[src/rtl/carq_pkg.sv]
// Shared definitions for the cumulative-ack retransmit queue: command, frame kind and
// configuration register codes, reset values and the retransmit table entry layout.
// No dependencies.
package carq_pkg;

	// Default table depth
	localparam int unsigned SLOTS_DEFAULT = 4;

	// Resends reported per tick at most
	localparam int unsigned MAX_RESENDS = 4;

	// Input commands
	localparam logic [1:0] CMD_ENQUEUE = 2'd0;
	localparam logic [1:0] CMD_HEADER  = 2'd1;
	localparam logic [1:0] CMD_TICK    = 2'd2;

	// Result kinds
	localparam logic [1:0] KIND_CMD    = 2'd0;
	localparam logic [1:0] KIND_ACK    = 2'd1;
	localparam logic [1:0] KIND_RESEND = 2'd2;

	// Configuration register indexes
	localparam int unsigned CFG_IDX_W = 3;
	localparam int unsigned CFG_DATA_W = 16;
	localparam logic [CFG_IDX_W-1:0] CFG_TIMEOUT     = 3'd0;
	localparam logic [CFG_IDX_W-1:0] CFG_RETRY_LIMIT = 3'd1;
	localparam logic [CFG_IDX_W-1:0] CFG_MAGIC       = 3'd2;
	localparam logic [CFG_IDX_W-1:0] CFG_VERSION     = 3'd3;
	localparam logic [CFG_IDX_W-1:0] CFG_MIN_LENGTH  = 3'd4;

	// Configuration reset values
	localparam logic [15:0] TIMEOUT_RESET     = 16'd1800;
	localparam logic [7:0]  RETRY_LIMIT_RESET = 8'd5;
	localparam logic [15:0] MAGIC_RESET       = 16'd0;
	localparam logic [7:0]  VERSION_RESET     = 8'd0;
	localparam logic [9:0]  MIN_LENGTH_RESET  = 10'd16;

	// Retransmit table entry, held in the table RAM
	typedef struct packed {
		logic [31:0] seq;
		logic [31:0] sent_at;
		logic [7:0]  retries;
	} entry_t;

	localparam int unsigned ENTRY_W = $bits(entry_t);

	// One result frame, less its slot number and last flag
	typedef struct packed {
		logic [1:0]  kind;
		logic [31:0] seq;
		logic [31:0] ack;
		logic        wants_ack;
		logic        slot_valid;
	} res_t;

endpackage

[src/rtl/carq_ram.sv]
// Generic simple dual-port RAM: one write port, one read port with registered read data.
// No dependencies.
module carq_ram #(
	parameter int unsigned WIDTH = 8,
	parameter int unsigned DEPTH = 4,
	localparam int unsigned ADDR_W = (DEPTH > 1) ? $clog2(DEPTH) : 1
) (
	input  logic              clk,
	input  logic              we,
	input  logic [ADDR_W-1:0] wr_addr,
	input  logic [WIDTH-1:0]  wr_data,
	input  logic              rd_en,
	input  logic [ADDR_W-1:0] rd_addr,
	output logic [WIDTH-1:0]  rd_data
);

	logic [WIDTH-1:0] mem [DEPTH];

	always_ff @(posedge clk) begin
		if (we) begin
			mem[wr_addr] <= wr_data;
		end
		if (rd_en) begin
			rd_data <= mem[rd_addr];
		end
	end

endmodule

[src/rtl/cumulative_ack_retransmit_queue.sv]
// Cumulative-ack retransmit queue: top level. Uses carq_pkg for codes and types and
// carq_ram for the retransmit table.
//
// The block numbers outgoing command frames and keeps up to SLOTS of them in a
// retransmit table until the peer's cumulative ack covers them or a tick drops them
// past the retry limit. It takes one transaction at a time on the request channel.
// An enqueue is accepted, then its command frame goes to the output register. A
// received header and a tick walk the table one slot at a time through the single
// read port of the table RAM, reading each slot and then deciding on it; a resend
// waiting on the response side can hold the walk. A bad header or an unused command
// gives no result. The response channel has an output register, so the walk goes on
// while a frame waits to be taken; the last frame of each transaction carries last.
// Configuration writes land at once and must only come while the block is idle.
module cumulative_ack_retransmit_queue #(
	parameter int unsigned SLOTS = carq_pkg::SLOTS_DEFAULT,
	localparam int unsigned SLOT_W = (SLOTS > 1) ? $clog2(SLOTS) : 1
) (
	input  logic                             clk,
	input  logic                             arst_n,
	// configuration write port
	input  logic                             cfg_wr_en,
	input  logic [carq_pkg::CFG_IDX_W-1:0]   cfg_index,
	input  logic [carq_pkg::CFG_DATA_W-1:0]  cfg_data,
	// request channel
	input  logic                             req_valid,
	output logic                             req_stall,
	input  logic [1:0]                       cmd,
	input  logic [9:0]                       rx_length,
	input  logic [15:0]                      rx_magic,
	input  logic [7:0]                       rx_version,
	input  logic [31:0]                      rx_seq,
	input  logic [31:0]                      rx_ack,
	input  logic                             rx_ack_wanted,
	input  logic [31:0]                      now_ms,
	// response channel
	output logic                             rsp_valid,
	input  logic                             rsp_stall,
	output logic [1:0]                       kind,
	output logic [31:0]                      frame_seq,
	output logic [31:0]                      frame_ack,
	output logic                             wants_ack,
	output logic [SLOT_W-1:0]                slot,
	output logic                             slot_valid,
	output logic                             last
);

	localparam int unsigned RCNT_W = $clog2(carq_pkg::MAX_RESENDS + 1);

	typedef enum logic [4:0] {
		ST_IDLE    = 5'b00001,
		ST_WALK_RD = 5'b00010,
		ST_WALK_EV = 5'b00100,
		ST_FLUSH   = 5'b01000,
		ST_SPARE   = 5'b10000
	} state_t;

	state_t state_q;

	// configuration registers
	logic [15:0] timeout_q;
	logic [7:0]  retry_limit_q;
	logic [15:0] magic_q;
	logic [7:0]  version_q;
	logic [9:0]  min_length_q;

	// link state
	logic [31:0]       next_tx_seq_q;
	logic [31:0]       peer_ack_q;
	logic [31:0]       inorder_q;
	logic [SLOTS-1:0]  used_q;

	// walk state
	logic [SLOT_W-1:0] idx_q;
	logic              tick_mode_q;
	logic [31:0]       now_q;
	logic [RCNT_W-1:0] rcnt_q;

	// pending result: held until we know whether it is the last one
	logic              pend_valid_q;
	carq_pkg::res_t    pend_q;
	logic [SLOT_W-1:0] pend_slot_q;

	// output register
	logic              rsp_valid_q;
	carq_pkg::res_t    rsp_q;
	logic [SLOT_W-1:0] rsp_slot_q;
	logic              rsp_last_q;

	// table RAM ports
	logic                           ram_we;
	logic [SLOT_W-1:0]              ram_wr_addr;
	carq_pkg::entry_t               ram_wr_entry;
	logic                           ram_rd_en;
	logic [carq_pkg::ENTRY_W-1:0]   ram_rd_data;
	carq_pkg::entry_t               ent;

	// decode
	logic              accept;
	logic              out_free;
	logic              free_hit;
	logic [SLOT_W-1:0] free_idx;
	logic              hdr_ok;
	logic [31:0]       new_peer;
	logic [31:0]       new_inorder;
	logic              ev_used;
	logic              ev_acked;
	logic              ev_due;
	logic              ev_drop;
	logic              ev_resend;
	logic              ev_free;
	logic              ev_emit;
	logic              ev_block;
	logic              ev_step;
	logic              walk_end;
	logic              out_load;
	logic [7:0]        retries_inc;

	assign accept   = req_valid && (state_q == ST_IDLE);
	assign req_stall = (state_q != ST_IDLE);
	assign out_free = !rsp_valid_q || !rsp_stall;

	// lowest free slot
	always_comb begin
		free_hit = 1'b0;
		free_idx = '0;
		for (int k = SLOTS - 1; k >= 0; k--) begin
			if (!used_q[k]) begin
				free_hit = 1'b1;
				free_idx = SLOT_W'(k);
			end
		end
	end

	// header checks and counter updates
	assign hdr_ok = (rx_length >= min_length_q) && (rx_magic == magic_q)
		&& (rx_version == version_q);
	assign new_peer    = (rx_ack > peer_ack_q) ? rx_ack : peer_ack_q;
	assign new_inorder = (rx_seq == inorder_q + 32'd1) ? rx_seq : inorder_q;

	// per-slot decision on the entry just read
	assign ent         = carq_pkg::entry_t'(ram_rd_data);
	assign ev_used     = used_q[idx_q];
	assign ev_acked    = (peer_ack_q >= ent.seq);
	assign ev_due      = (ent.retries == 8'd0) || ((now_q - ent.sent_at) >= {16'd0, timeout_q});
	assign ev_drop     = (ent.retries > retry_limit_q);
	assign ev_resend   = tick_mode_q && ev_used && !ev_acked && ev_due && !ev_drop;
	assign ev_free     = ev_used && (ev_acked || (tick_mode_q && ev_due && ev_drop));
	assign ev_emit     = ev_resend && (rcnt_q < RCNT_W'(carq_pkg::MAX_RESENDS));
	// a second resend must push the held one out first
	assign ev_block    = ev_emit && pend_valid_q && !out_free;
	assign ev_step     = (state_q == ST_WALK_EV) && !ev_block;
	assign walk_end    = (idx_q == SLOT_W'(SLOTS - 1));
	assign retries_inc = (ent.retries == 8'hFF) ? ent.retries : ent.retries + 8'd1;

	assign out_load = pend_valid_q && out_free
		&& (((state_q == ST_WALK_EV) && ev_emit) || (state_q == ST_FLUSH));

	// table writes: allocation on enqueue, resend bookkeeping on tick
	always_comb begin
		ram_we       = 1'b0;
		ram_wr_addr  = idx_q;
		ram_wr_entry = '{seq: ent.seq, sent_at: now_q, retries: retries_inc};
		if (accept && (cmd == carq_pkg::CMD_ENQUEUE) && free_hit) begin
			ram_we       = 1'b1;
			ram_wr_addr  = free_idx;
			ram_wr_entry = '{seq: next_tx_seq_q, sent_at: 32'd0, retries: 8'd0};
		end else if (ev_step && ev_resend) begin
			ram_we = 1'b1;
		end
	end

	assign ram_rd_en = (state_q == ST_WALK_RD);

	carq_ram #(
		.WIDTH (carq_pkg::ENTRY_W),
		.DEPTH (SLOTS)
	) u_table (
		.clk     (clk),
		.we      (ram_we),
		.wr_addr (ram_wr_addr),
		.wr_data (ram_wr_entry),
		.rd_en   (ram_rd_en),
		.rd_addr (idx_q),
		.rd_data (ram_rd_data)
	);

	// configuration
	always_ff @(posedge clk or negedge arst_n) begin
		if (!arst_n) begin
			timeout_q     <= carq_pkg::TIMEOUT_RESET;
			retry_limit_q <= carq_pkg::RETRY_LIMIT_RESET;
			magic_q       <= carq_pkg::MAGIC_RESET;
			version_q     <= carq_pkg::VERSION_RESET;
			min_length_q  <= carq_pkg::MIN_LENGTH_RESET;
		end else if (cfg_wr_en) begin
			case (cfg_index)
				carq_pkg::CFG_TIMEOUT:     timeout_q     <= cfg_data;
				carq_pkg::CFG_RETRY_LIMIT: retry_limit_q <= cfg_data[7:0];
				carq_pkg::CFG_MAGIC:       magic_q       <= cfg_data;
				carq_pkg::CFG_VERSION:     version_q     <= cfg_data[7:0];
				carq_pkg::CFG_MIN_LENGTH:  min_length_q  <= cfg_data[9:0];
				default: ;
			endcase
		end
	end

	// control and link state
	always_ff @(posedge clk or negedge arst_n) begin
		if (!arst_n) begin
			state_q       <= ST_IDLE;
			next_tx_seq_q <= 32'd1;
			peer_ack_q    <= 32'd0;
			inorder_q     <= 32'd0;
			used_q        <= '0;
			idx_q         <= '0;
			tick_mode_q   <= 1'b0;
			rcnt_q        <= '0;
			pend_valid_q  <= 1'b0;
			rsp_valid_q   <= 1'b0;
		end else begin
			// drain the output register, refill below
			if (out_load) begin
				rsp_valid_q <= 1'b1;
			end else if (!rsp_stall) begin
				rsp_valid_q <= 1'b0;
			end

			case (state_q)
				ST_IDLE: begin
					if (accept) begin
						idx_q  <= '0;
						rcnt_q <= '0;
						case (cmd)
							carq_pkg::CMD_ENQUEUE: begin
								next_tx_seq_q <= next_tx_seq_q + 32'd1;
								if (free_hit) begin
									used_q[free_idx] <= 1'b1;
								end
								pend_valid_q <= 1'b1;
								state_q      <= ST_FLUSH;
							end
							carq_pkg::CMD_HEADER: begin
								if (hdr_ok) begin
									peer_ack_q   <= new_peer;
									inorder_q    <= new_inorder;
									pend_valid_q <= rx_ack_wanted;
									if (rx_ack_wanted) begin
										next_tx_seq_q <= next_tx_seq_q + 32'd1;
									end
									tick_mode_q <= 1'b0;
									state_q     <= ST_WALK_RD;
								end
							end
							carq_pkg::CMD_TICK: begin
								pend_valid_q <= 1'b0;
								tick_mode_q  <= 1'b1;
								state_q      <= ST_WALK_RD;
							end
							default: ;
						endcase
					end
				end
				ST_WALK_RD: begin
					state_q <= ST_WALK_EV;
				end
				ST_WALK_EV: begin
					if (ev_step) begin
						if (ev_free) begin
							used_q[idx_q] <= 1'b0;
						end
						if (ev_emit) begin
							pend_valid_q <= 1'b1;
							rcnt_q       <= rcnt_q + RCNT_W'(1);
						end
						if (walk_end) begin
							state_q <= ST_FLUSH;
						end else begin
							idx_q   <= idx_q + SLOT_W'(1);
							state_q <= ST_WALK_RD;
						end
					end
				end
				ST_FLUSH: begin
					// hold the final frame until the output register frees
					if (!pend_valid_q) begin
						state_q <= ST_IDLE;
					end else if (out_free) begin
						pend_valid_q <= 1'b0;
						state_q      <= ST_IDLE;
					end
				end
				default: begin
					state_q <= ST_IDLE;
				end
			endcase
		end
	end

	// payload: tick time, pending frame and output register
	always_ff @(posedge clk) begin
		// hold the tick time for the whole walk
		if (accept && (cmd == carq_pkg::CMD_TICK)) begin
			now_q <= now_ms;
		end

		if (accept && (cmd == carq_pkg::CMD_ENQUEUE)) begin
			pend_q      <= '{kind: carq_pkg::KIND_CMD, seq: next_tx_seq_q, ack: inorder_q,
				wants_ack: 1'b1, slot_valid: free_hit};
			pend_slot_q <= free_hit ? free_idx : '0;
		end else if (accept && (cmd == carq_pkg::CMD_HEADER)) begin
			pend_q      <= '{kind: carq_pkg::KIND_ACK, seq: next_tx_seq_q, ack: new_inorder,
				wants_ack: 1'b0, slot_valid: 1'b0};
			pend_slot_q <= '0;
		end else if (ev_step && ev_emit) begin
			pend_q      <= '{kind: carq_pkg::KIND_RESEND, seq: ent.seq, ack: 32'd0,
				wants_ack: 1'b1, slot_valid: 1'b1};
			pend_slot_q <= idx_q;
		end

		if (out_load) begin
			rsp_q      <= pend_q;
			rsp_slot_q <= pend_slot_q;
			rsp_last_q <= (state_q == ST_FLUSH);
		end
	end

	assign rsp_valid  = rsp_valid_q;
	assign kind       = rsp_q.kind;
	assign frame_seq  = rsp_q.seq;
	assign frame_ack  = rsp_q.ack;
	assign wants_ack  = rsp_q.wants_ack;
	assign slot       = rsp_slot_q;
	assign slot_valid = rsp_q.slot_valid;
	assign last       = rsp_last_q;

endmodule

[config.mk]
export PLATFORM = sky130hd
export DESIGN_NAME = cumulative_ack_retransmit_queue
export DESIGN_NICKNAME = d
export VERILOG_FILES = /design/src/rtl/carq_pkg.sv /design/src/rtl/carq_ram.sv /design/src/rtl/cumulative_ack_retransmit_queue.sv
export SDC_FILE = /design/constraint.sdc
export NUM_CORES = 1
export LEC_CHECK = 0
export ABC_AREA = 1
export BUFFER_PORTS_ARGS = -buffer_cell sky130_fd_sc_hd__buf_2
export CAP_MARGIN = 20
export CORE_MARGIN = 3
export CORE_UTILIZATION = 59
export DETAILED_ROUTE_END_ITERATION = 12
export PLACE_DENSITY = 0.78
export SLEW_MARGIN = 20
export SYNTH_ARGS = -nofsm -noshare
export SYNTH_HDL_FRONTEND = slang
export SYNTH_SLANG_ARGS = --single-unit
[constraint.sdc]
create_clock -name clk -period 11.4 [get_ports clk]
set_input_delay 2.28 -clock clk [delete_from_list [all_inputs] [get_ports clk]]
set_output_delay 2.28 -clock clk [all_outputs]
set_load 0.03 [all_outputs]
==> impl_metrics.json, run 1 <==
{
  "post_layout_nonfiller_instances": 4564,
  "final.setup.worst_slack_ns": 5.86,
  "area.sequential_mm2": 0.0202,
  "clock_latency_ns": 0.61,
  "maximum_number_of_pins_on_one_net_before_global_route_repair": 96,
  "grt_pass1_wl_mm": 128,
  "power_density_mw_per_mm2": 180,
  "syn_inst": 3540,
  "areaGrowthSynthToFinish_pct": 12.4,
  "dp.cells": 4428,
  "post_route_cells_drive_above_1_share_pct": 11.7,
  "drt_wl_total_mm": 81.5,
  "grt_antenna_before_repair": 1,
  "synth.cell_area_mm2": 0.0344,
  "yosys-top-cells-area": "sky130_fd_sc_hd__edfxtp_1, sky130_fd_sc_hd__dfrtp_1, sky130_fd_sc_hd__nand2_1",
  "syn_avg_cell_area_um2": 9.70,
  "htree_levels": 3,
  "final_core_utilization_pct": 67.7,
  "finalSetupViolCount": 0,
  "die-area_mm2": 0.0612,
  "drt-vias-per-instance": 5.56,
  "synthDominantCellAreaShare_pct": 46.3,
  "multiInputGateArea_mm2": 0.0118,
  "outcome": "completed",
  "holdWs_ns": 0.408,
  "worstMarginPinSlew_ns": 1.06,
  "end_kind": "flop",
  "hold_class": "flop to flop",
  "fin_tns_setup_ns": 0,
  "std_cell_rows": 87,
  "cp.arrival_ns": 5.74,
  "start_kind": "input pin",
  "synth.net_count": 3839,
  "synth_enable_flop_cells": 530,
  "clock-sinks": 703,
  "synth_sequential_area_ratio_pct": 58.9,
  "post-cts-setup-buffers": 0,
  "maxSlewHeadroom_pct": 29.6,
  "ys_seq_elements": 703,
  "total_iterations_of_the_first_detailed_routing_run": 6,
  "ctsHoldBuffers": 0,
  "critPathMaxFanout": 56,
  "clockBufferDepth": 3,
  "gr-usage-all-layers_pct": 26.6,
  "floorplan.core_area_mm2": 0.0570,
  "wire_per_inst_um": 17.9,
  "grt_setup_unrepaired": "false",
  "clock_skew_ns": 0.0339,
  "yosys.cell_count.top_type": "sky130_fd_sc_hd__nand2_1",
  "max-cap-violations": 0,
  "finalMaxSlewViolations": 0,
  "worstPathRequired_ns": 11.60,
  "antenna_violating_nets_post_route": 0,
  "final_min_period_over_clock_period_pct": 48.6,
  "cts.root.buffer_cell": "sky130_fd_sc_hd__clkbuf_16",
  "io_buffer_count": 229,
  "drt-initial-drc-count": 2488,
  "chipWidth_um": 247,
  "synth-async-reset-ratio_pct": 24.2,
  "grt_overflow_total": 0,
  "tritoncts": "yes",
  "ir_drop_mv": 0.151,
  "pre_cts_slack_ns": 5.29,
  "layout.nets": 4047,
  "ioPinCount": 230,
  "die-height_um": 247,
  "count_of_final_hold_check_violations": 0,
  "synth_cell_type_count": 50,
  "ctsResizeCount": 0,
  "initial_util_pct": 60.2,
  "criticalPathCategory": "input pin to flop",
  "ys_top_cells_by_count": "sky130_fd_sc_hd__nand2_1, sky130_fd_sc_hd__edfxtp_1, sky130_fd_sc_hd__inv_1",
  "max_freq_mhz": 181,
  "post-route-drc-count": 0,
  "power.static_leakage_nw": 17.0,
  "tritoncts.num_buffers": 73,
  "routed-via-count": 25400,
  "ys_warn_count": 0,
  "post-synth-top-area-cell": "sky130_fd_sc_hd__edfxtp_1",
  "fillers": 4305,
  "gp_routability_congestion": 0.975,
  "hpwlAfterDp_mm": 53.5,
  "dominantRegCellSynth": "sky130_fd_sc_hd__edfxtp_1",
  "clk_pin_slew_ns": 0.06,
  "first_global_vias": 24300,
  "finalCriticalPeriod_ns": 5.54
}
metal layers:
layer | share of wire, % | up-vias | track usage (%) | wire length [um]
met2 | 48 | 976 | 43.9 | 39100
li1 | - | 12200 | - | -
met5 | 0 | - | 0 | 0
met3 | 7.0 | 173 | 3.65 | 5680
met4 | 3.3 | 0 | 10.1 | 2710
met1 | 42 | 12000 | 36.4 | 34000
flip-flops by register name (all words and copies together), names as in the netlist, 2 cells and up:
name             count
u_table.mem        288
u_table.rd_data     72
pend_q              68
frame_ack           32
frame_seq           32
inorder_q           32
next_tx_seq_q       32
now_q               32
peer_ack_q          32
magic_q             16
timeout_q           16
min_length_q        10
retry_limit_q        8
version_q            8
state_q              4
used_q               4
rcnt_q               3
idx_q                2
kind                 2
pend_slot_q          2
slot                 2
kinds of logic (layout without fill, tap and decap cells):
kind of cell               after synthesis  count (layout)  share of synthesized area (%)
AOI/OAI and AO/OA                      536             536                           8.25
xor gates and xnor gates               124             124                           3.20
DFF                                    703             703                           58.9
other                                    0               1                              0
and+or+nand+nor                       1415            1415                           17.5
buffers and inverters                  620             887                           6.92
adders and majority gates              142             142                           5.19
cell usage in the layout (no fill, tap or decap), drive strengths merged, types with 29 or more instances in the layout:
cell    count
a21oi     103
nand4      69
o22ai      74
nor3       47
xnor2      29
clkbuf     98
dfrtp     161
nor2      357
xor2       94
inv       503
nand3     134
nand2     774
ha        141
o21ai     335
edfxtp    530
buf       252
final cells by class:
type / instances / share of cell area, %
sequential: 703 / 52.4
multi-input combinational: 2217 / 30.6
clock buffer: 98 / 5.24
inverter: 501 / 4.87
timing repair buffer: 252 / 3.49
tap: 756 / 2.45
clock inverter: 36 / 0.926
antenna: 1 / 0.00648
critical path, stage by stage:
cell and delay (ns):
sky130_fd_sc_hd__buf_2 0.09, sky130_fd_sc_hd__inv_1 0.05, sky130_fd_sc_hd__ha_1 0.23, sky130_fd_sc_hd__inv_1 0.15, sky130_fd_sc_hd__nor2_4 0.05, sky130_fd_sc_hd__buf_4 0.28, sky130_fd_sc_hd__nand2_2 0.13, sky130_fd_sc_hd__clkinv_1 0.06
sky130_fd_sc_hd__buf_4 0.26, sky130_fd_sc_hd__o22ai_1 0.50, sky130_fd_sc_hd__inv_1 0.23, sky130_fd_sc_hd__nor2_4 0.55, sky130_fd_sc_hd__buf_4 0.79
per-stage QoR:
step           area, um2  power, mW
2_1_floorplan      34400       4.16
3_3_place_gp       36200       4.53
3_5_place_dp       36200       4.57
4_1_cts            38600       6.96
5_1_grt            38600       7.27
6_report           38600       6.94
final timing paths:
check,startpoint,endpoint,slack [ns],cells past startpoint
worst max-delay path,cmd[0],u_table.mem[0][30]$_DFFE_PP_,5.86,13
worst min-delay path,pend_slot_q[0]$_DFFE_PP_,slot[0]$_DFFE_PP_,0.41,0
worst max register to register,now_q[0]$_DFFE_PP_,u_table.mem[3][41]$_DFFE_PP_,5.97,25
worst min register to register,pend_slot_q[0]$_DFFE_PP_,slot[0]$_DFFE_PP_,0.41,0
max in group asynchronous,arst_n,peer_ack_q[14]$_DFFE_PN0P_,7.74,3
min in group asynchronous,arst_n,magic_q[6]$_DFFE_PN0P_,1.63,1
report_power, final:
| part | total [mW] | internal, mW | leakage (nW) | switching (mW) |
|---|---|---|---|---|
| clock network | 2.39 | 1.41 | 1.18 | 0.979 |
| registers | 3.27 | 3.11 | 6.87 | 0.165 |
| logic | 1.28 | 0.380 | 8.95 | 0.900 |
| total | 6.94 | 4.90 | 17.0 | 2.04 |
Power figures use the tool's default switching activity.
==> run 2: changes to the inputs <==
--- a/config.mk
+++ b/config.mk
@@ -5,7 +5,7 @@
 export SDC_FILE = /design/constraint.sdc
 export NUM_CORES = 1
 export LEC_CHECK = 0
-export ABC_AREA = 1
+export ABC_AREA = 0
 export BUFFER_PORTS_ARGS = -buffer_cell sky130_fd_sc_hd__buf_2
 export CAP_MARGIN = 20
 export CORE_MARGIN = 3
==> constraint.sdc (replaced) <==
create_clock -name clk -period 5.2 [get_ports clk]
set_input_delay 1.04 -clock clk [delete_from_list [all_inputs] [get_ports clk]]
set_output_delay 1.04 -clock clk [all_outputs]
set_load 0.03 [all_outputs]
==> run 2 against run 1 <==
Compared with the run above:
- sequential share of layout area up 1.2 points
- hold slack better by 0.0054 ns
- critical path depth up 12
- register-to-register slack worse by 5.8 ns
- critical path type is now flop to flop
- largest cell class unchanged
- largest power group unchanged
==> impl_metrics.json, run 2 <==
{
  "max-cap-violations": 0,
  "logic_gate_share_of_total_power_pct": 16.4,
  "routed-via-count": 21100,
  "die-height_um": 242,
  "post-synth-top-area-cell": "sky130_fd_sc_hd__edfxtp_1",
  "ys_seq_elements": 703,
  "grt_pass1_wl_mm": 119,
  "worstPathRequired_ns": 5.55,
  "fillers": 3632,
  "initial_util_pct": 60.3,
  "worst-r2r-cell-count": 25,
  "clock_skew_ns": 0.0253,
  "floorplan.core_area_mm2": 0.0543,
  "syn_inst": 2429,
  "yosys-top-cells-area": "sky130_fd_sc_hd__edfxtp_1, sky130_fd_sc_hd__dfrtp_1, sky130_fd_sc_hd__ha_1",
  "top_regs": "u_table.mem (288), u_table.rd_data (72), pend_q (68)",
  "maximum_number_of_pins_on_one_net_before_global_route_repair": 100,
  "area.sequential_mm2": 0.0202,
  "hold_class": "flop to flop",
  "fin_area_mm2": 0.0378,
  "ys_top_cells_by_count": "sky130_fd_sc_hd__edfxtp_1, sky130_fd_sc_hd__nand2_1, sky130_fd_sc_hd__dfrtp_1",
  "clock_latency_ns": 0.61,
  "grt_overflow_total": 0,
  "synth_enable_flop_cells": 530,
  "worst_hold_path.num_cells": 0,
  "antenna_violating_nets_post_route": 0,
  "power_density_mw_per_mm2": 384,
  "max_freq_mhz": 200,
  "finalMaxSlewViolations": 0,
  "sequential_fraction_of_design_power_pct": 47.5,
  "gr-usage-all-layers_pct": 25.6,
  "clock-sinks": 703,
  "post-route-drc-count": 0,
  "r2r-start": "u_table.rd_data[8]$_DFFE_PP_",
  "min-delay-start": "pend_q[30]$_DFFE_PP_",
  "drt-vias-per-instance": 6.04,
  "io_buffer_count": 229,
  "start_kind": "flop",
  "final_core_utilization_pct": 69.5,
  "synth.net_count": 2728,
  "total_iterations_of_the_first_detailed_routing_run": 6,
  "tritoncts": "yes",
  "synth_sequential_area_ratio_pct": 61.7,
  "ir_drop_mv": 0.296,
  "synthDominantCellAreaShare_pct": 48.6,
  "r2r_end": "frame_ack[23]$_DFFE_PP_",
  "first_global_vias": 21300,
  "power.static_leakage_nw": 14.4,
  "report.power.total_mw": 14.5,
  "pre_cts_slack_ns": -0.0246,
  "final_min_period_over_clock_period_pct": 95.9,
  "drt_wl_total_mm": 75.2,
  "ioPinCount": 230,
  "areaGrowthSynthToFinish_pct": 15.2,
  "regToRegSetupSlack_ns": 0.21,
  "final.setup.worst_slack_ns": 0.212,
  "clockBufferDepth": 3,
  "clkPwrFrac_pct": 36.1,
  "p_int_mw": 10.6,
  "drt-initial-drc-count": 1894,
  "grt_antenna_before_repair": 6,
  "criticalPathCategory": "flop to flop",
  "finalCriticalPeriod_ns": 4.99,
  "die-area_mm2": 0.0584,
  "placed_area_mm2": 0.0351,
  "hpwlAfterDp_mm": 50.5,
  "outcome": "completed",
  "net-switching-power_mw": 3.86,
  "hold-path-endpoint": "frame_ack[28]$_DFFE_PP_",
  "holdWs_ns": 0.414,
  "clk_pin_slew_ns": 0.05,
  "htree_levels": 3,
  "layout.nets": 2983,
  "registers.top_by_ff_count": "u_table.mem",
  "ys_warn_count": 0,
  "ctsHoldBuffers": 0,
  "gp_routability_congestion": 0.927,
  "mostFrequentLayoutCell": "sky130_fd_sc_hd__edfxtp_1",
  "multiInputGateArea_mm2": 0.0117,
  "maxSlewHeadroom_pct": 32.2,
  "worstMarginPinSlew_ns": 1.01,
  "cts.root.buffer_cell": "sky130_fd_sc_hd__clkbuf_16",
  "cp.arrival_ns": 5.34,
  "finalSetupViolCount": 0,
  "syn_avg_cell_area_um2": 13.5,
  "dominantRegCellSynth": "sky130_fd_sc_hd__edfxtp_1",
  "wire_per_inst_um": 21.6,
  "critPathMaxFanout": 23,
  "largest_register_ff_count": 288,
  "synth.cell_area_mm2": 0.0328,
  "layout_common_cells": "sky130_fd_sc_hd__edfxtp_1, sky130_fd_sc_hd__buf_2, sky130_fd_sc_hd__nand2_1",
  "count_of_final_hold_check_violations": 0,
  "tritoncts.num_buffers": 75,
  "synth_cell_type_count": 89,
  "yosys.cell_count.top_type": "sky130_fd_sc_hd__edfxtp_1",
  "end_kind": "flop",
  "std_cell_rows": 85,
  "post_route_cells_drive_above_1_share_pct": 22.7,
  "power.share.switching_pct": 26.6,
  "chipWidth_um": 242,
  "synth-async-reset-ratio_pct": 24.2
}
-- run 2: cell count changes in the layout (fill, tap and decap cells not counted), moves of 38 or more --
cell,change
sky130_fd_sc_hd__nand2_1,-562
sky130_fd_sc_hd__inv_1,-330
sky130_fd_sc_hd__nor2_1,-281
sky130_fd_sc_hd__o21ai_0,-204
sky130_fd_sc_hd__mux4_2,+73
sky130_fd_sc_hd__o22ai_1,-71
sky130_fd_sc_hd__mux2_2,+64
sky130_fd_sc_hd__a21o_1,+50
sky130_fd_sc_hd__and2_1,+38
-- run 2: layout make-up --
| cell class | instances | share of cell area [%] |
|---|---|---|
| Sequential cell | 703 | 53.6 |
| Multi-Input combinational cell | 1453 | 31.0 |
| Clock buffer | 98 | 5.47 |
| Timing Repair Buffer | 292 | 4.88 |
| Tap cell | 739 | 2.45 |
| Inverter | 159 | 1.58 |
| Clock inverter | 36 | 0.941 |
| Antenna cell | 6 | 0.0398 |
-- run 2: routing by layer --
| layer | GRT usage [%] | wire length (um) | part of all wire (%) | vias up |
|---|---|---|---|---|
| met1 | 34.4 | 31200 | 41 | 10500 |
| met2 | 43.6 | 37800 | 50 | 782 |
| met3 | 4.17 | 4150 | 5.5 | 155 |
| met4 | 7.73 | 2060 | 2.7 | 0 |
| li1 | - | - | - | 9638 |
| met5 | 0 | 0 | 0 | - |
-- run 2: worst max-delay path, stage by stage, from the launching register on --
cell	delay (ns)
sky130_fd_sc_hd__edfxtp_1	0.38
sky130_fd_sc_hd__ha_1	0.23
sky130_fd_sc_hd__fa_2	0.37
sky130_fd_sc_hd__nor2b_2	0.17
sky130_fd_sc_hd__o2111ai_2	0.16
sky130_fd_sc_hd__nand2_1	0.15
sky130_fd_sc_hd__a21o_1	0.14
sky130_fd_sc_hd__a21oi_2	0.07
sky130_fd_sc_hd__o21ai_1	0.16
sky130_fd_sc_hd__xor2_1	0.18
sky130_fd_sc_hd__ha_1	0.28
sky130_fd_sc_hd__a21oi_1	0.12
sky130_fd_sc_hd__a21boi_0	0.11
sky130_fd_sc_hd__o21ba_2	0.24
sky130_fd_sc_hd__a2111oi_4	0.19
sky130_fd_sc_hd__nand4_1	0.18
sky130_fd_sc_hd__a2111oi_4	0.25
sky130_fd_sc_hd__nand4_1	0.22
sky130_fd_sc_hd__nor4_2	0.18
sky130_fd_sc_hd__buf_4	0.19
sky130_fd_sc_hd__nor4b_4	0.07
sky130_fd_sc_hd__o21ai_1	0.15
sky130_fd_sc_hd__buf_4	0.15
sky130_fd_sc_hd__a21oi_4	0.04
sky130_fd_sc_hd__buf_12	0.14
sky130_fd_sc_hd__clkbuf_16	0.19
-- run 2: repair_timing --
item,in CTS,in global routing
pin swaps,2,6
setup buffers,3,10
endpoints found under the setup margin,189,433
cloned,0,1
gates resized for setup,2,16
-- run 2: stage by stage --
stage / instances / setup TNS, ns
2_1_floorplan: 2429 / -247.88
4_1_cts: 3469 / 0
5_1_grt: 3486 / -1.74
6_report: 3486 / 0
3_5_place_dp: 3332 / -0.554
3_3_place_gp: 3332 / 0
-- run 2: cell families (layout without fill, tap and decap cells) --
logic type                 after synthesis  count (layout)  share of synthesized area, %
DFF                                    703             703                          61.7
buffers and inverters                  273             585                          3.32
AOI/OAI and AO/OA                      409             409                          7.93
other                                    0               6                             0
xor gates and xnor gates               121             121                          3.23
and+or+nand+nor                        607             607                          9.63
adders and majority gates              142             142                          5.44
muxes                                  174             174                          8.70
-- run 2: worst max path at each step --
stage               slack, ns                          start  cells after the start                      endpoint
floorplan               -1.47             now_q[9]$_DFFE_PP_                     17   u_table.mem[1][0]$_DFFE_PP_
global placement         0.13             now_q[0]$_DFFE_PP_                     25  u_table.mem[1][16]$_DFFE_PP_
detailed placement      -0.02  u_table.rd_data[12]$_DFFE_PP_                     24       frame_ack[11]$_DFFE_PP_
CTS                      0.03  u_table.rd_data[12]$_DFFE_PP_                     24        frame_ack[6]$_DFFE_PP_
global route            -0.03   u_table.rd_data[8]$_DFFE_PP_                     25  u_table.mem[3][62]$_DFFE_PP_
finish                   0.21   u_table.rd_data[8]$_DFFE_PP_                     25       frame_ack[23]$_DFFE_PP_
-- run 2: power groups by stage --
stage / registers, mW / clock network, mW / logic, mW
after global routing: 6.93 / 5.55 / 2.61
after global placement: 6.98 / 0 / 2.21
final: 6.89 / 5.23 / 2.38
after detailed placement: 7.00 / 0 / 2.29
after CTS: 6.89 / 5.32 / 2.32
after floorplan: 6.97 / 0 / 1.56
==> run 3: changes to the inputs <==
--- a/config.mk
+++ b/config.mk
@@ -9,9 +9,9 @@
 export BUFFER_PORTS_ARGS = -buffer_cell sky130_fd_sc_hd__buf_2
 export CAP_MARGIN = 20
 export CORE_MARGIN = 3
-export CORE_UTILIZATION = 59
+export CORE_UTILIZATION = 60
 export DETAILED_ROUTE_END_ITERATION = 12
-export PLACE_DENSITY = 0.78
+export PLACE_DENSITY = 0.79
 export SLEW_MARGIN = 20
 export SYNTH_ARGS = -nofsm -noshare
 export SYNTH_HDL_FRONTEND = slang
==> constraint.sdc (replaced) <==
create_clock -name clk -period 5.2 [get_ports clk]
set_input_delay 1.04 -clock clk [delete_from_list [all_inputs] [get_ports clk]]
set_output_delay 1.04 -clock clk [all_outputs]
set_load 0.1 [all_outputs]
==> run 3 against run 2 <==
Compared with the run above:
- first-iteration DRC count increased by 7.9%
- cell count decreased by 0.86%
- hold slack lost 0.0010 ns
- total power up 3.9%
- non-clock buffer count rose by 9
- clock-buffer cell count up 11
- register-to-register slack got worse by 0.05 ns
- clock power increased by 5.0%
- critical path depth stayed put
- worst setup slack lost 0.052 ns
- core utilization increased by 1.1 points
- cell area increased by 0.82%
- largest power group unchanged
==> impl_metrics.json, run 3 (same netlist as run 2, synthesis figures left out) <==
{
  "worst_hold_path.num_cells": 0,
  "r2r-start": "now_q[1]$_DFFE_PP_",
  "worstPathRequired_ns": 5.54,
  "top_regs": "u_table.mem (288), u_table.rd_data (72), pend_q (68)",
  "post-route-drc-count": 0,
  "die-area_mm2": 0.0575,
  "ir_drop_mv": 0.303,
  "htree_levels": 3,
  "tritoncts": "yes",
  "largest_register_ff_count": 288,
  "clock_skew_ns": 0.0197,
  "min-delay-start": "pend_q[6]$_DFFE_PP_",
  "max_freq_mhz": 198,
  "finalCriticalPeriod_ns": 5.04,
  "maximum_number_of_pins_on_one_net_before_global_route_repair": 100,
  "finalMaxSlewViolations": 0,
  "regToRegSetupSlack_ns": 0.16,
  "max-cap-violations": 0,
  "grt_overflow_total": 0,
  "worstMarginPinSlew_ns": 1.17,
  "wire_per_inst_um": 21.8,
  "hpwlAfterDp_mm": 49.9,
  "routed-via-count": 21200,
  "end_kind": "flop",
  "grt_pass1_wl_mm": 118,
  "total_iterations_of_the_first_detailed_routing_run": 6,
  "initial_util_pct": 60.8,
  "drt_wl_total_mm": 75.5,
  "gp_routability_congestion": 0.902,
  "power_density_mw_per_mm2": 396,
  "areaGrowthSynthToFinish_pct": 16.1,
  "gr-usage-all-layers_pct": 26.4,
  "tritoncts.num_buffers": 74,
  "die-height_um": 240,
  "cp.arrival_ns": 5.38,
  "fillers": 3480,
  "maxSlewHeadroom_pct": 21.3,
  "antenna_violating_nets_post_route": 0,
  "final_core_utilization_pct": 70.6,
  "post_route_cells_drive_above_1_share_pct": 23.2,
  "chipWidth_um": 240,
  "hold_class": "flop to flop",
  "grt_setup_unrepaired": "true",
  "clk_pin_slew_ns": 0.06,
  "critPathMaxFanout": 27,
  "io_buffer_count": 229,
  "clock_latency_ns": 0.60,
  "power.static_leakage_nw": 14.6,
  "ioPinCount": 230,
  "hold-path-endpoint": "frame_ack[4]$_DFFE_PP_",
  "final_min_period_over_clock_period_pct": 96.9,
  "layout.nets": 2991,
  "mostFrequentLayoutCell": "sky130_fd_sc_hd__edfxtp_1",
  "worst-r2r-cell-count": 25,
  "finalSetupViolCount": 0,
  "first_global_vias": 21700,
  "std_cell_rows": 85,
  "drt-initial-drc-count": 2043,
  "cts.root.buffer_cell": "sky130_fd_sc_hd__clkbuf_16",
  "floorplan.core_area_mm2": 0.0539,
  "registers.top_by_ff_count": "u_table.mem",
  "outcome": "completed",
  "placed_area_mm2": 0.0350,
  "count_of_final_hold_check_violations": 0,
  "fin_area_mm2": 0.0381,
  "clock-sinks": 703,
  "start_kind": "flop",
  "drt-vias-per-instance": 6.15,
  "layout_common_cells": "sky130_fd_sc_hd__edfxtp_1, sky130_fd_sc_hd__buf_2, sky130_fd_sc_hd__nand2_1",
  "r2r_end": "frame_seq[24]$_DFFE_PP_",
  "report.power.total_mw": 15.1,
  "clockBufferDepth": 3,
  "grt_antenna_before_repair": 7,
  "criticalPathCategory": "flop to flop"
}
-- run 3: changes by cell type in the layout (fill, tap and decap cells not counted), sizes merged --
cell / delta
diode: +1
buf: +5
inv: +2
clkbuf: +15
clkinvlp: -1
clkinv: -13
bufinv: +4
-- run 3: cell type report --
cell class	instances	area, um2	share of cell area, %
Sequential cell	703	20200	53.2
Multi-Input combinational cell	1453	11800	31.0
Clock buffer	109	2140	5.62
Timing Repair Buffer	301	1980	5.19
Tap cell	696	871	2.29
Inverter	159	597	1.57
Clock inverter	28	410	1.08
Antenna cell	7	17.5	0.0460
-- run 3: worst max-delay path, cell delays in order (launching register included) --
cell and delay (ns):
sky130_fd_sc_hd__edfxtp_1 0.39, sky130_fd_sc_hd__ha_1 0.29, sky130_fd_sc_hd__nor2b_1 0.16, sky130_fd_sc_hd__o2111ai_2 0.23
sky130_fd_sc_hd__nand2_2 0.07, sky130_fd_sc_hd__and2_1 0.16, sky130_fd_sc_hd__o21ai_1 0.11, sky130_fd_sc_hd__nand2b_1 0.10
sky130_fd_sc_hd__a21oi_2 0.15, sky130_fd_sc_hd__o21bai_1 0.08, sky130_fd_sc_hd__xor2_1 0.16, sky130_fd_sc_hd__ha_1 0.32
sky130_fd_sc_hd__nand4_1 0.12, sky130_fd_sc_hd__o21bai_1 0.07, sky130_fd_sc_hd__o21ba_2 0.23, sky130_fd_sc_hd__a2111oi_4 0.18
sky130_fd_sc_hd__nand4_1 0.18, sky130_fd_sc_hd__a2111oi_4 0.32, sky130_fd_sc_hd__nand4_1 0.23, sky130_fd_sc_hd__nor4_4 0.35
sky130_fd_sc_hd__buf_4 0.18, sky130_fd_sc_hd__nor4b_4 0.06, sky130_fd_sc_hd__o21ai_0 0.16, sky130_fd_sc_hd__buf_4 0.15
sky130_fd_sc_hd__a21oi_4 0.06, sky130_fd_sc_hd__clkbuf_16 0.23
-- run 3: per-layer routing --
metal  vias to the layer above  GRT usage [%]  share of wire [%]
met5                         -              0              0.017
met3                       180           4.43                6.4
li1                       9647              -                  -
met1                     10500           35.2                 40
met2                       885           44.1                 50
met4                         2           9.46                3.6
-- run 3: stage by stage --
stage                     cells  setup TNS [ns]  hold WS, ns  setup WS, ns
after floorplan            2429         -248.68        0.399         -1.47
after global placement     3290               0        0.403        0.0224
after detailed placement   3290           -4.57        0.405       -0.0732
after CTS                  3427               0        0.407       0.00259
after global routing       3455          -12.13        0.418        -0.119
final                      3456               0        0.413         0.160
-- run 3: where the power goes --
| part | switching [mW] | internal (mW) | leakage [nW] |
|---|---|---|---|
| Sequential | 0.247 | 6.65 | 7.03 |
| Clock | 2.13 | 3.37 | 1.24 |
| Combinational | 1.72 | 0.963 | 6.29 |
| Total | 4.09 | 11.0 | 14.6 |
-- run 3: how the worst max path moves through the flow --
stage,from,end,slack (ns),cells past startpoint
finish,now_q[1]$_DFFE_PP_,frame_seq[24]$_DFFE_PP_,0.16,25
floorplan,now_q[9]$_DFFE_PP_,u_table.mem[1][0]$_DFFE_PP_,-1.47,17
global placement,now_q[0]$_DFFE_PP_,pend_q[13]$_DFFE_PP_,0.02,23
CTS,now_q[0]$_DFFE_PP_,pend_q[43]$_DFFE_PP_,0.003,23
detailed placement,now_q[6]$_DFFE_PP_,pend_q[9]$_DFFE_PP_,-0.07,19
global route,now_q[1]$_DFFE_PP_,pend_valid_q$_DFFE_PN0P_,-0.12,24
-- run 3: what timing repair did --
item,in CTS,in global routing
pin swaps,1,21
setup buffers,0,14
cloned,0,8
endpoints found under the setup margin,198,434
hold buffers,0,0
gates resized for setup,2,41
hold endpoints to repair,0,0
